### src/hdl/s2cd_pkg.sv
// ----------------------------------------------------------------------------
// s2cd_pkg
// Shared types, constants and the month length table for the seconds to
// calendar date and time converter.
// ----------------------------------------------------------------------------
package s2cd_pkg;

  localparam int unsigned SecW   = 32;
  localparam int unsigned DaysW  = 16;
  localparam int unsigned LenW   = 9;
  localparam int unsigned YearW  = 12;
  localparam int unsigned RemW   = 6;

  localparam logic [YearW-1:0] EpochYear = 12'd2025;
  localparam logic [6:0]       EpochMod100 = 7'd25;
  localparam logic [8:0]       EpochMod400 = 9'd25;
  localparam logic [6:0]       Mod100Last  = 7'd99;
  localparam logic [8:0]       Mod400Last  = 9'd399;

  localparam logic [LenW-1:0] YearLenLeap = 9'd366;
  localparam logic [LenW-1:0] YearLenNorm = 9'd365;
  localparam logic [LenW-1:0] DivSec      = 9'd60;
  localparam logic [LenW-1:0] DivMin      = 9'd60;
  localparam logic [LenW-1:0] DivHour     = 9'd24;

  localparam logic [3:0] MonthFeb  = 4'd1;
  localparam logic [3:0] MonthLast = 4'd11;

  typedef enum logic [1:0] {
    STG_SEC  = 2'd0,
    STG_MIN  = 2'd1,
    STG_HOUR = 2'd2
  } stage_e;

  typedef enum logic [4:0] {
    ST_IDLE  = 5'b00001,
    ST_DIV   = 5'b00010,
    ST_YEAR  = 5'b00100,
    ST_MONTH = 5'b01000,
    ST_SPARE = 5'b10000
  } state_e;

  function automatic logic [LenW-1:0] month_len(input logic [3:0] m, input logic leap);
    logic [LenW-1:0] len;
    begin
      case (m)
        4'd0:    len = 9'd31;
        4'd1:    len = leap ? 9'd29 : 9'd28;
        4'd2:    len = 9'd31;
        4'd3:    len = 9'd30;
        4'd4:    len = 9'd31;
        4'd5:    len = 9'd30;
        4'd6:    len = 9'd31;
        4'd7:    len = 9'd31;
        4'd8:    len = 9'd30;
        4'd9:    len = 9'd31;
        4'd10:   len = 9'd30;
        default: len = 9'd31;
      endcase
      return len;
    end
  endfunction

endpackage

### src/hdl/s2cd_subcmp.sv
// ----------------------------------------------------------------------------
// s2cd_subcmp
// Shared compare and subtract unit: one restoring divide step, one year
// step or one month step per use.
// ----------------------------------------------------------------------------
module s2cd_subcmp (
  input  logic [s2cd_pkg::DaysW-1:0] a_i,
  input  logic [s2cd_pkg::LenW-1:0]  b_i,
  output logic [s2cd_pkg::DaysW-1:0] diff_o,
  output logic                       ge_o
);
  import s2cd_pkg::*;

  logic [DaysW:0] diff;

  assign diff   = {1'b0, a_i} - {{(DaysW+1-LenW){1'b0}}, b_i};
  assign diff_o = diff[DaysW-1:0];
  assign ge_o   = ~diff[DaysW];

endmodule

### src/hdl/seconds_to_calendar_datetime.sv
// ----------------------------------------------------------------------------
// seconds_to_calendar_datetime
// Converts seconds since 2025-01-01 00:00:00 to Gregorian date and time.
//
// Usage: drive elapsed_seconds_i and raise start; the beat is taken at the
// rising edge where start is high and busy is low. busy stays high while
// the conversion runs. The result beat is shown for exactly one cycle with
// done_o high; the receiver cannot stall it, so it must capture it then.
// busy falls in the same cycle that done_o is shown, so the next start may
// be taken at that edge.
//
// Operation: three restoring divisions by 60, 60 and 24, then a walk that
// consumes whole years (up to 136) and then months (up to 11), all through
// one shared compare and subtract unit.
// Throughput: one conversion at a time.
//
// Reset: asynchronous, active low; the block returns to idle and any
// conversion in progress is dropped without a result.
// ----------------------------------------------------------------------------
module seconds_to_calendar_datetime (
  input  logic                        clk_i,
  input  logic                        rst_ni,
  input  logic                        start,
  output logic                        busy,
  input  logic [s2cd_pkg::SecW-1:0]   elapsed_seconds_i,
  output logic                        done_o,
  output logic [s2cd_pkg::YearW-1:0]  cal_year_o,
  output logic [3:0]                  cal_month_o,
  output logic [4:0]                  cal_day_o,
  output logic [4:0]                  cal_hour_o,
  output logic [5:0]                  cal_minute_o,
  output logic [5:0]                  cal_second_o
);
  import s2cd_pkg::*;

  state_e           state_q, state_d;
  stage_e           stage_q, stage_d;
  logic [4:0]       cnt_q, cnt_d;
  logic [SecW-1:0]  quo_q, quo_d;
  logic [RemW-1:0]  rem_q, rem_d;
  logic [DaysW-1:0] days_q, days_d;
  logic [YearW-1:0] year_q, year_d;
  logic [6:0]       m100_q, m100_d;
  logic [8:0]       m400_q, m400_d;
  logic [3:0]       month_q, month_d;
  logic [RemW-1:0]  sec_q, sec_d, min_q, min_d;
  logic [4:0]       hour_q, hour_d;
  logic             done_q, done_d;
  logic [YearW-1:0] oyear_q, oyear_d;
  logic [3:0]       omonth_q, omonth_d;
  logic [4:0]       oday_q, oday_d;

  logic [DaysW-1:0] u_a, u_diff;
  logic [LenW-1:0]  u_b, div_b;
  logic             u_ge, leap;
  logic [RemW-1:0]  step_rem;
  logic [SecW-1:0]  step_quo;

  assign leap = ((year_q[1:0] == 2'd0) && (m100_q != 7'd0)) || (m400_q == 9'd0);

  always_comb begin
    case (stage_q)
      STG_SEC:  div_b = DivSec;
      STG_MIN:  div_b = DivMin;
      default:  div_b = DivHour;
    endcase
  end

  always_comb begin
    case (state_q)
      ST_DIV: begin
        u_a = {{(DaysW-RemW-1){1'b0}}, rem_q, quo_q[SecW-1]};
        u_b = div_b;
      end
      ST_YEAR: begin
        u_a = days_q;
        u_b = leap ? YearLenLeap : YearLenNorm;
      end
      default: begin
        u_a = days_q;
        u_b = month_len(month_q, leap);
      end
    endcase
  end

  s2cd_subcmp u_subcmp (
    .a_i    (u_a),
    .b_i    (u_b),
    .diff_o (u_diff),
    .ge_o   (u_ge)
  );

  assign step_rem = u_ge ? u_diff[RemW-1:0] : {rem_q[RemW-2:0], quo_q[SecW-1]};
  assign step_quo = {quo_q[SecW-2:0], u_ge};

  always_comb begin
    state_d  = state_q;
    stage_d  = stage_q;
    cnt_d    = cnt_q;
    quo_d    = quo_q;
    rem_d    = rem_q;
    days_d   = days_q;
    year_d   = year_q;
    m100_d   = m100_q;
    m400_d   = m400_q;
    month_d  = month_q;
    sec_d    = sec_q;
    min_d    = min_q;
    hour_d   = hour_q;
    done_d   = 1'b0;
    oyear_d  = oyear_q;
    omonth_d = omonth_q;
    oday_d   = oday_q;
    case (state_q)
      ST_IDLE: begin
        if (start) begin
          state_d = ST_DIV;
          stage_d = STG_SEC;
          cnt_d   = 5'd0;
          quo_d   = elapsed_seconds_i;
          rem_d   = '0;
        end
      end
      ST_DIV: begin
        quo_d = step_quo;
        rem_d = step_rem;
        cnt_d = cnt_q + 5'd1;
        if (cnt_q == 5'd31) begin
          rem_d = '0;
          case (stage_q)
            STG_SEC: begin
              sec_d   = step_rem;
              stage_d = STG_MIN;
            end
            STG_MIN: begin
              min_d   = step_rem;
              stage_d = STG_HOUR;
            end
            default: begin
              hour_d  = step_rem[4:0];
              days_d  = step_quo[DaysW-1:0];
              year_d  = EpochYear;
              m100_d  = EpochMod100;
              m400_d  = EpochMod400;
              state_d = ST_YEAR;
            end
          endcase
        end
      end
      ST_YEAR: begin
        if (u_ge) begin
          days_d = u_diff;
          year_d = year_q + 12'd1;
          m100_d = (m100_q == Mod100Last) ? 7'd0 : m100_q + 7'd1;
          m400_d = (m400_q == Mod400Last) ? 9'd0 : m400_q + 9'd1;
        end else begin
          month_d = 4'd0;
          state_d = ST_MONTH;
        end
      end
      ST_MONTH: begin
        if ((month_q == MonthLast) || !u_ge) begin
          done_d   = 1'b1;
          oyear_d  = year_q;
          omonth_d = month_q + 4'd1;
          oday_d   = days_q[4:0] + 5'd1;
          state_d  = ST_IDLE;
        end else begin
          days_d  = u_diff;
          month_d = month_q + 4'd1;
        end
      end
      default: begin
        state_d = ST_IDLE;
      end
    endcase
  end

  always_ff @(posedge clk_i or negedge rst_ni) begin
    if (!rst_ni) begin
      state_q <= ST_IDLE;
      stage_q <= STG_SEC;
      cnt_q   <= '0;
      done_q  <= 1'b0;
    end else begin
      state_q <= state_d;
      stage_q <= stage_d;
      cnt_q   <= cnt_d;
      done_q  <= done_d;
    end
  end

  always_ff @(posedge clk_i) begin
    quo_q    <= quo_d;
    rem_q    <= rem_d;
    days_q   <= days_d;
    year_q   <= year_d;
    m100_q   <= m100_d;
    m400_q   <= m400_d;
    month_q  <= month_d;
    sec_q    <= sec_d;
    min_q    <= min_d;
    hour_q   <= hour_d;
    oyear_q  <= oyear_d;
    omonth_q <= omonth_d;
    oday_q   <= oday_d;
  end

  assign busy         = (state_q != ST_IDLE);
  assign done_o       = done_q;
  assign cal_year_o   = oyear_q;
  assign cal_month_o  = omonth_q;
  assign cal_day_o    = oday_q;
  assign cal_hour_o   = hour_q;
  assign cal_minute_o = min_q;
  assign cal_second_o = sec_q;

  a_start_busy: assert property (@(posedge clk_i) disable iff (!rst_ni)
    (start && !busy) |=> busy)
    else $error("accepted beat did not raise busy");

  a_done_single: assert property (@(posedge clk_i) disable iff (!rst_ni)
    done_o |=> !done_o)
    else $error("result strobe longer than one cycle");

  a_done_idle: assert property (@(posedge clk_i) disable iff (!rst_ni)
    done_o |-> (state_q == ST_IDLE))
    else $error("result shown while still converting");

  a_month_range: assert property (@(posedge clk_i) disable iff (!rst_ni)
    done_o |-> ((cal_month_o != 4'd0) && (cal_month_o <= 4'd12) && (cal_day_o != 5'd0)))
    else $error("month or day out of range");

  a_time_range: assert property (@(posedge clk_i) disable iff (!rst_ni)
    done_o |-> ((cal_hour_o < 5'd24) && (cal_minute_o < 6'd60) && (cal_second_o < 6'd60)))
    else $error("time of day out of range");

endmodule
### config.mk
export PLATFORM = sky130hd
export DESIGN_NAME = seconds_to_calendar_datetime
export DESIGN_NICKNAME = d
export VERILOG_FILES = /design/src/hdl/s2cd_pkg.sv /design/src/hdl/s2cd_subcmp.sv /design/src/hdl/seconds_to_calendar_datetime.sv
export SDC_FILE = /design/constraint.sdc
export NUM_CORES = 1
export LEC_CHECK = 0
export BUFFER_PORTS_ARGS = -buffer_cell sky130_fd_sc_hd__buf_4
export CORE_MARGIN = 5
export CORE_UTILIZATION = 35
export DETAILED_ROUTE_END_ITERATION = 10
export PLACE_DENSITY = 0.53
export SLEW_MARGIN = 40
export SYNTH_ARGS = -nofsm -noshare
export SYNTH_HDL_FRONTEND = slang
export SYNTH_HIERARCHICAL = 1
export SYNTH_SLANG_ARGS = --single-unit
### constraint.sdc
create_clock -name clk_i -period 9.35 [get_ports clk_i]
set_input_delay 1.87 -clock clk_i [delete_from_list [all_inputs] [get_ports clk_i]]
set_output_delay 1.87 -clock clk_i [all_outputs]
set_load 0.02 [all_outputs]
======== Word-level counts from Yosys, hierarchy flattened ========
Cells that the tools add are included.
word-level totals
  output and inout port bits .............. 40
  input bits .............................. 35
  flip-flop bits (word level) ............. 137
cells by class
  $add $sub $neg .......................... 7
  multiplexer cells ....................... 48
  bitwise operators ....................... 2
  reduce and logical (&&, ||, !) cells .... 23
  equal/unequal tests ..................... 23
operators by type and width
  kind                     number
  $mux W16                 5
  $pmux W32 S2             1
  $pmux W16 S3             1
  $mux W12                 3
  $mux W9                  4
  $pmux W9 S2              2
  $mux W32                 1
  $mux W5                  6
  $mux W7                  4
  $mux W6                  4
  $pmux W12 S2             1
  $pmux W5 S4              1
  $sub A16 B9 Y17          1
  $pmux W7 S2              1
  $add A12 B1 Y12 const B  1
  $eq A4 B4 Y1 const B     3
  $ne A2 B2 Y1 const B     6
  $pmux W2 S2              3
  $pmux W6 S2              1
  $reduce_and A3 Y1        4
  $add A5 B1 Y5 const B    2
  $pmux W5 S2              1
  $reduce_and A5 Y1        2
  $add A9 B1 Y9 const B    1
  other kinds (32)         44

======== Longest topological paths before layout ========
Gate-level depths: netlist (run 1).
  depth in word-level cells ............... 11
  depth in mapped cells ................... 18
  depth with buffers taken out ............ 15

======== By module ========
The synthesis (run 1) kept the hierarchy.
modules (own cells, without submodules)
  module                        instances  cells an instance  area each (µm²)
  seconds_to_calendar_datetime  1          509                6169.7
  s2cd_subcmp                   1          83                 576.8

======== Worst setup path before layout (run 1) ========
OpenSTA, ideal clock, no wires.
  kind .................................... reg-to-reg
  from .................................... reg state_q[2]
  to ...................................... reg oday_q[0], in the netlist cal_day_o[0], enable pin
  stages on the path, launching flop included .. 15
  path buffers ............................ 4
  data required time ...................... 8.943 ns
  library setup time ...................... 0.407 ns
  clock period less this slack ............ 4.585 ns
  arrival time ............................ 4.178 ns
  path slack .............................. 4.765 ns
  cells stage by stage .................... dfrtp_1 > or4b_2 > clkbuf_1 > clkbuf_1 > nand2_1 > nand2_1 > ha_1 > o211ai_1 > a21oi_1 > or3_1 > nand3_1 > o21ai_1 > clkbuf_1 > clkbuf_1 > a21oi_1
between the ends
  cells in the longest elaborated chain, start to end .. 5
  elaborated cells between the ends (all ways) .. 8
RTL lines
  what                         line                                 RTL
  from (decl)                  seconds_to_calendar_datetime.sv:36   state_e state_q, state_d;
  from (signal assigned)       seconds_to_calendar_datetime.sv:186  state_q <= state_d;
  $eq A5 B2 Y1                 seconds_to_calendar_datetime.sv:70   case (state_q)
  $mux W16                     seconds_to_calendar_datetime.sv:70
  via u_a[3]                   seconds_to_calendar_datetime.sv:53   logic [DaysW-1:0] u_a, u_diff;
  $sub A16 B9 Y17              s2cd_subcmp.sv:16                    assign diff = {1'b0, a_i} - {{(DaysW+1-LenW){1'b0}}, b_i};
  $logic_or A1 B1 Y1           seconds_to_calendar_datetime.sv:162  if ((month_q == MonthLast) || !u_ge) begin
  $reduce_and A2 Y1 (no line)  --
  to (signal assigned)         seconds_to_calendar_datetime.sv:206  oday_q <= oday_d;
  to (decl)                    seconds_to_calendar_datetime.sv:51   logic [4:0] oday_q, oday_d;
The timed path passes the listed nets, and every way through them passes these cells.
A chain may end at the register's enable or synchronous reset.

======== Final worst setup path (run 1) ========
  from .................................... reg state_q[1]
  to ...................................... reg days_q[5], enable pin
between the ends
  cells in the longest elaborated chain, start to end .. 6
  elaborated cells between the ends (all ways) .. 13
RTL lines
  what                                          line                                 RTL
  $eq A5 B3 Y1 or $eq A5 B2 Y1 (tied branches)  seconds_to_calendar_datetime.sv:70
  $pmux W9 S2 *                                 seconds_to_calendar_datetime.sv:70
  via u_b[0]                                    seconds_to_calendar_datetime.sv:54   logic [LenW-1:0] u_b, div_b;
  $sub A16 B9 Y17 *                             s2cd_subcmp.sv:16
  $logic_or A1 B1 Y1                            seconds_to_calendar_datetime.sv:162
  $ne A2 B2 Y1 (no line)                        --
  $reduce_and A5 Y1 (no line) *                 --
  to (signal assigned)                          seconds_to_calendar_datetime.sv:196  days_q <= days_d;
  to (decl)                                     seconds_to_calendar_datetime.sv:41   logic [DaysW-1:0] days_q, days_d;
The timed path passes the listed nets; every way through them passes the cells marked *.

==> results of run 1 <==
-- logic make-up after synthesis --
family	count (synthesis)	share of synthesized area, %
flip-flops	136	59.66
multiplexers	23	4.377
XOR/XNOR	38	4.933
AND/OR/NAND/NOR	265	18.45
adder cells (fa/ha/maj)	23	4.377
AO/OA/AOI/OAI	55	4.859
buffers and inverters	50	3.227
other	2	0.1113
-- flip-flops by register name (all words and copies together), names as in the netlist, 6 cells and up --
register,cells
cal_minute_o,6
cal_second_o,6
cal_year_o,12
days_q,16
m100_q,7
m400_q,9
quo_q,32
rem_q,6
year_q,12
-- cells in the final DEF, fill, tap and decap left out, drive strengths merged, types with 13 or more instances in the layout --
| cell type | Yosys | final |
|---|---|---|
| buf | 8 | 80 |
| edfxtp | 124 | 124 |
| and2 | 13 | 13 |
| nor2 | 25 | 25 |
| o21ai | 22 | 22 |
| a21oi | 14 | 14 |
| xnor2 | 22 | 22 |
| nand2 | 147 | 147 |
| xor2 | 16 | 16 |
| nand3 | 21 | 21 |
| clkbuf | 12 | 17 |
| ha | 22 | 22 |
| mux2 | 22 | 22 |
| inv | 30 | 36 |
-- layer usage --
layer	global-route usage (%)	vias up
met5	0	-
met4	4.119	0
met3	3.889	13
met2	20.71	83
met1	16.80	2088
li1	-	2216
-- metrics by stage --
stage,power (mW),instances,utilization (%)
6_report,1.855,944,43.43
5_1_grt,1.953,944,43.43
4_1_cts,1.880,944,43.43
3_5_place_dp,1.201,912,40.29
3_3_place_gp,1.189,912,40.24
2_1_floorplan,1.092,592,-
-- cell type report --
cell class                      count  area, sq um
Clock buffer                       17        425.4
Clock inverter                     15        165.2
Fill cell                        1767        10650
Inverter                           30        112.6
Multi-Input combinational cell    406         2524
Sequential cell                   136         4025
Tap cell                          260        325.3
Timing Repair Buffer               80        600.6
-- power groups by stage --
stage               Combinational [mW]  Clock, mW  Sequential (mW)
detailed placement               0.359          0            0.842
global route                     0.400      0.716            0.838
floorplan                        0.265          0            0.826
CTS                              0.362      0.688            0.830
global placement                 0.350          0            0.839
finish                           0.354      0.672            0.829
-- worst max-delay path: stages, from the launching register on --
cell and delay [ps]:
dfrtp_1 430, nor2_1 150, nand3b_1 410, inv_1 740
nor2_1 120, o211ai_1 120, nand3_1 110, ha_1 220
fa_1 410, nand2b_1 180, a21oi_1 250, or3_1 180
nand3_1 80, o21ai_1 150, buf_4 250, o21ai_0 120
nand2_1 620
-- how the worst min path moves through the flow --
| stage | endpoint | slack, ps | depth (start not counted) |
|---|---|---|---|
| after floorplan | cal_year_o[11] | 440 | 0 |
| after global placement | cal_year_o[11] | 460 | 0 |
| after detailed placement | cal_year_o[11] | 480 | 0 |
| after CTS | cal_year_o[11] | 490 | 0 |
| after global routing | cal_year_o[11] | 520 | 0 |
| final | cal_year_o[11] | 490 | 0 |
==> flow_summary.json, run 1 <==
{
  "status": "finished, final reports clean",
  "r2r-end": "days_q[5]",
  "drt_iter0_drc": 201,
  "cts_made_buffers": 17,
  "die_height_um": 148.8,
  "p_comb_share_pct": 19.1,
  "drive_gt1_share_pct": 20.91,
  "wirelength_mm": 13.63,
  "synthesis.area_sq_um": 6746,
  "final.setup.tns_ps": 0,
  "crit_arrival_ps": 4950,
  "syn_inst": 592,
  "cp_max_fo": 23,
  "required_ps": 9390,
  "grt_max_degree": 57,
  "h-tree-depth": 4,
  "worstSetupPathType": "flip-flop to flip-flop",
  "period_needed_ps": 4915,
  "synthTopCellsByArea": "edfxtp_1, nand2_1, dfrtp_1",
  "synth_most_common_cell": "nand2_1",
  "ctsResizeCount": 0,
  "port_buffers": 74,
  "fin_crit_sh_pct": 52.57,
  "clkTransAtPathRegs_ps": 60,
  "netSwitchingFraction_pct": 28.17,
  "final_nets": 729,
  "drtPass1Iterations": 4,
  "pin_count": 75,
  "p_clk_share_pct": 36.2,
  "worst_pin_slew_ps": 779.1,
  "finClkSkew_ps": 9.963,
  "post_cts_buffers": 0,
  "startpoint_type": "flip-flop",
  "dr.max_layer_used": "met4",
  "ys_warn_count": 6,
  "syn_avg_cell_area_sq_um": 11.40,
  "clk_path_buf_depth": 2,
  "cp-endpoint": "days_q[5]",
  "hold_buffers": 0,
  "ys_seq_elements": 136,
  "dpl_cell_area_sq_um": 7587,
  "grtUsageTotal_pct": 12.89,
  "design.core.area_sq_um": 18830,
  "grt-ovfl-total": 0,
  "routed_via_density": 4.661,
  "timing.rr.start": "state_q[1]",
  "hold_path.class": "flip-flop to flip-flop",
  "clock.fmax_mhz": 203.5,
  "p_seq_share_pct": 44.7,
  "num_vias": 4400,
  "wl_per_cell_um": 14.44,
  "drv_slew": 0,
  "n_antenna_cell": 0,
  "root_buffer": "clkbuf_16",
  "insertion_delay_ps": 420,
  "die_w_um": 148.8,
  "rows": 50,
  "grt_pass1_wl_mm": 22.65,
  "initial_core_util_pct": 35.83,
  "slew_headroom_pct": 47.93,
  "final_area_sq_um": 8178,
  "hold_viol_final": 0,
  "synthArstFlopShare_pct": 8.824,
  "yosys-top-cells-count": "nand2_1, edfxtp_1, inv_1",
  "yosysSeqAreaShare_pct": 59.66,
  "syn_nets": 650,
  "synth_area_leader_cell": "edfxtp_1",
  "hold_ws_ps": 488.1,
  "powerDensity_nw_per_um2": 226.8,
  "netSwitchingPower_uw": 522.5,
  "cts_num_sinks": 136,
  "drc": 0,
  "met1_length_mm": 6.573,
  "ant_nets": 0,
  "post-place-ws_ps": 4395,
  "synth_edf_count": 124,
  "ys_types": 51,
  "die_area_sq_um": 22150,
  "internal_power_mw": 1.332,
  "crit_start": "state_q[1]",
  "antenna_found_initial": 0,
  "fin_ws_ps": 4435,
  "wl_met2_mm": 6.350,
  "setup_viol": 0,
  "ys.flop_type": "edfxtp_1",
  "rsz0062_at_grt": "no",
  "worstRegToRegCells": 16,
  "syn2layout_area_growth_pct": 21.22,
  "hold_start": "year_q[11]",
  "r2r_slack_ps": 4430,
  "netlist.area_leader.share_pct": 55.19,
  "drv_cap": 0,
  "end_kind": "flip-flop",
  "p_leak_nw": 3.267,
  "ir_drop_uv": 122.0,
  "dr_wl_met3_um": 570,
  "grt_pass1_vias": 4483,
  "hpwl_mm": 9.288,
  "cts_tree": "built",
  "place.gp.congestion": 0.7999
}
Power figures use the tool's default switching activity.
==> run 2, diff against run 1 <==
==> constraint.sdc (replaced) <==
create_clock -name clk_i -period 5.1 [get_ports clk_i]
set_input_delay 1.02 -clock clk_i [delete_from_list [all_inputs] [get_ports clk_i]]
set_output_delay 1.02 -clock clk_i [all_outputs]
set_load 0.02 [all_outputs]
==> flow_summary.json, run 2 (synthesized netlist as in run 1, its figures left out) <==
{
  "syn2layout_area_growth_pct": 22.24,
  "wirelength_mm": 13.74,
  "period_needed_ps": 4181,
  "status": "finished, final reports clean",
  "drt_iter0_drc": 229,
  "final_common_cell": "nand2_1",
  "drc": 0,
  "cp_top_family": "simple AND/OR/NAND/NOR gates",
  "wl_per_cell_um": 14.48,
  "n_antenna_cell": 0,
  "crit_arrival_ps": 4230,
  "finClkSkew_ps": 10.47,
  "placed_cells": 917,
  "cts_made_buffers": 17,
  "ant_nets": 0,
  "final_cell_mix": "nand2_1, edfxtp_1, buf_4, inv_1, nor2_1",
  "num_vias": 4467,
  "setup_viol": 0,
  "die_area_sq_um": 22150,
  "drv_cap": 0,
  "crit_chain": "or4b_2 -> buf_4 -> nand2_1 -> nand2_1 -> ha_1 -> o211ai_1 -> a21oi_1 -> or3_1 -> nand3_1 -> o21ai_1 -> buf_4 -> o21ai_0 -> nand2_1",
  "antenna_found_initial": 0,
  "grt_pass1_wl_mm": 22.45,
  "powerDensity_nw_per_um2": 421.6,
  "h-tree-depth": 4,
  "largestRegisters": "quo_q x32, days_q x16",
  "insertion_delay_ps": 420,
  "final_nets": 734,
  "fin_crit_sh_pct": 81.99,
  "cts_num_sinks": 136,
  "cp_num_buf_inv": 2,
  "final.setup.tns_ps": 0,
  "num-fill-cells": 1784,
  "port_buffers": 74,
  "clk_path_buf_depth": 2,
  "grt_pass1_vias": 4405,
  "routed_via_density": 4.707,
  "worstSetupPathType": "flip-flop to flip-flop",
  "post_cts_buffers": 0,
  "dpl_cell_area_sq_um": 7620,
  "fin_cells": 949,
  "final_area_sq_um": 8247,
  "ir_drop_uv": 257.0,
  "cts_tree": "built",
  "top_register": "quo_q",
  "critical_path.most_common_cell": "nand2_1",
  "grt-ovfl-total": 0,
  "largest_reg_flops": 32,
  "hold_ws_ps": 428.0,
  "utilization_pct": 43.79,
  "required_ps": 5140,
  "drv_slew": 0,
  "ctsResizeCount": 0,
  "clock.fmax_mhz": 239.2,
  "die_height_um": 148.8,
  "p_leak_nw": 3.399,
  "root_buffer": "clkbuf_16",
  "hold_viol_final": 0,
  "slowest_stage": "or4b_2",
  "grtUsageTotal_pct": 12.89,
  "hpwl_mm": 9.727,
  "hold_buffers": 0,
  "rows": 50,
  "drtPass1Iterations": 5,
  "end_kind": "flip-flop",
  "cp_max_fo": 30,
  "critPathMaxStageDelay_ps": 1000,
  "grt_max_degree": 39,
  "rsz0062_at_grt": "no",
  "clkTransAtPathRegs_ps": 60,
  "slew_headroom_pct": 45.01,
  "drive_gt1_share_pct": 21.19,
  "pin_count": 75,
  "design.core.area_sq_um": 18830,
  "initial_core_util_pct": 35.83,
  "hold_path.class": "input pin to asynchronous set/reset pin",
  "die_w_um": 148.8,
  "place.gp.congestion": 0.8201,
  "startpoint_type": "flip-flop",
  "worst_pin_slew_ps": 820.4
}
==> run 2: power breakdown <==
| group | internal (mW) | total (mW) | switching, mW | leakage, nW |
|---|---|---|---|---|
| Sequential | 1.45 | 1.52 | 0.0733 | 1.41 |
| Combinational | 0.268 | 0.652 | 0.385 | 1.70 |
| Clock | 0.823 | 1.30 | 0.480 | 0.290 |
| Total | 2.54 | 3.48 | 0.938 | 3.40 |
==> run 2: path summary, 6_finish.rpt <==
kind                             endpoint  cells after the start  slack, ps  startpoint
setup / recovery               days_q[12]                     13        920  state_q[2]
hold / removal                     done_o                      1        430      rst_ni
setup reg to reg               days_q[12]                     13        920  state_q[2]
hold reg to reg            cal_year_o[11]                      0        480  year_q[11]
max in group asynchronous      state_q[0]                      1       4430      rst_ni
min in group clk_i         cal_year_o[11]                      0        480  year_q[11]
==> run 2: final cells by class <==
type                            count  area [sq um]  share of cell area (%)
Sequential cell                   136          4025                   48.81
Multi-Input combinational cell    406          2519                   30.54
Timing Repair Buffer               85         638.1                   7.738
Clock buffer                       19         432.9                   5.250
Tap cell                          260         325.3                   3.945
Clock inverter                     13         193.9                   2.352
Inverter                           30         112.6                   1.365
==> run 2: layer usage <==
layer  part of all wire (%)  global-route usage (%)  wire, um
met1                     49                   17.26      6677
met2                     45                   20.21      6235
met3                    4.6                   3.586       635
met4                    1.4                   4.531       195
met5                      0                       0         0
==> run 2: stage by stage <==
step	worst slack [ps]	power, mW
5_1_grt	594.6	3.657
3_3_place_gp	928.6	2.186
3_5_place_dp	853.6	2.202
2_1_floorplan	514.8	2.001
4_1_cts	834.5	3.519
6_report	918.7	3.477
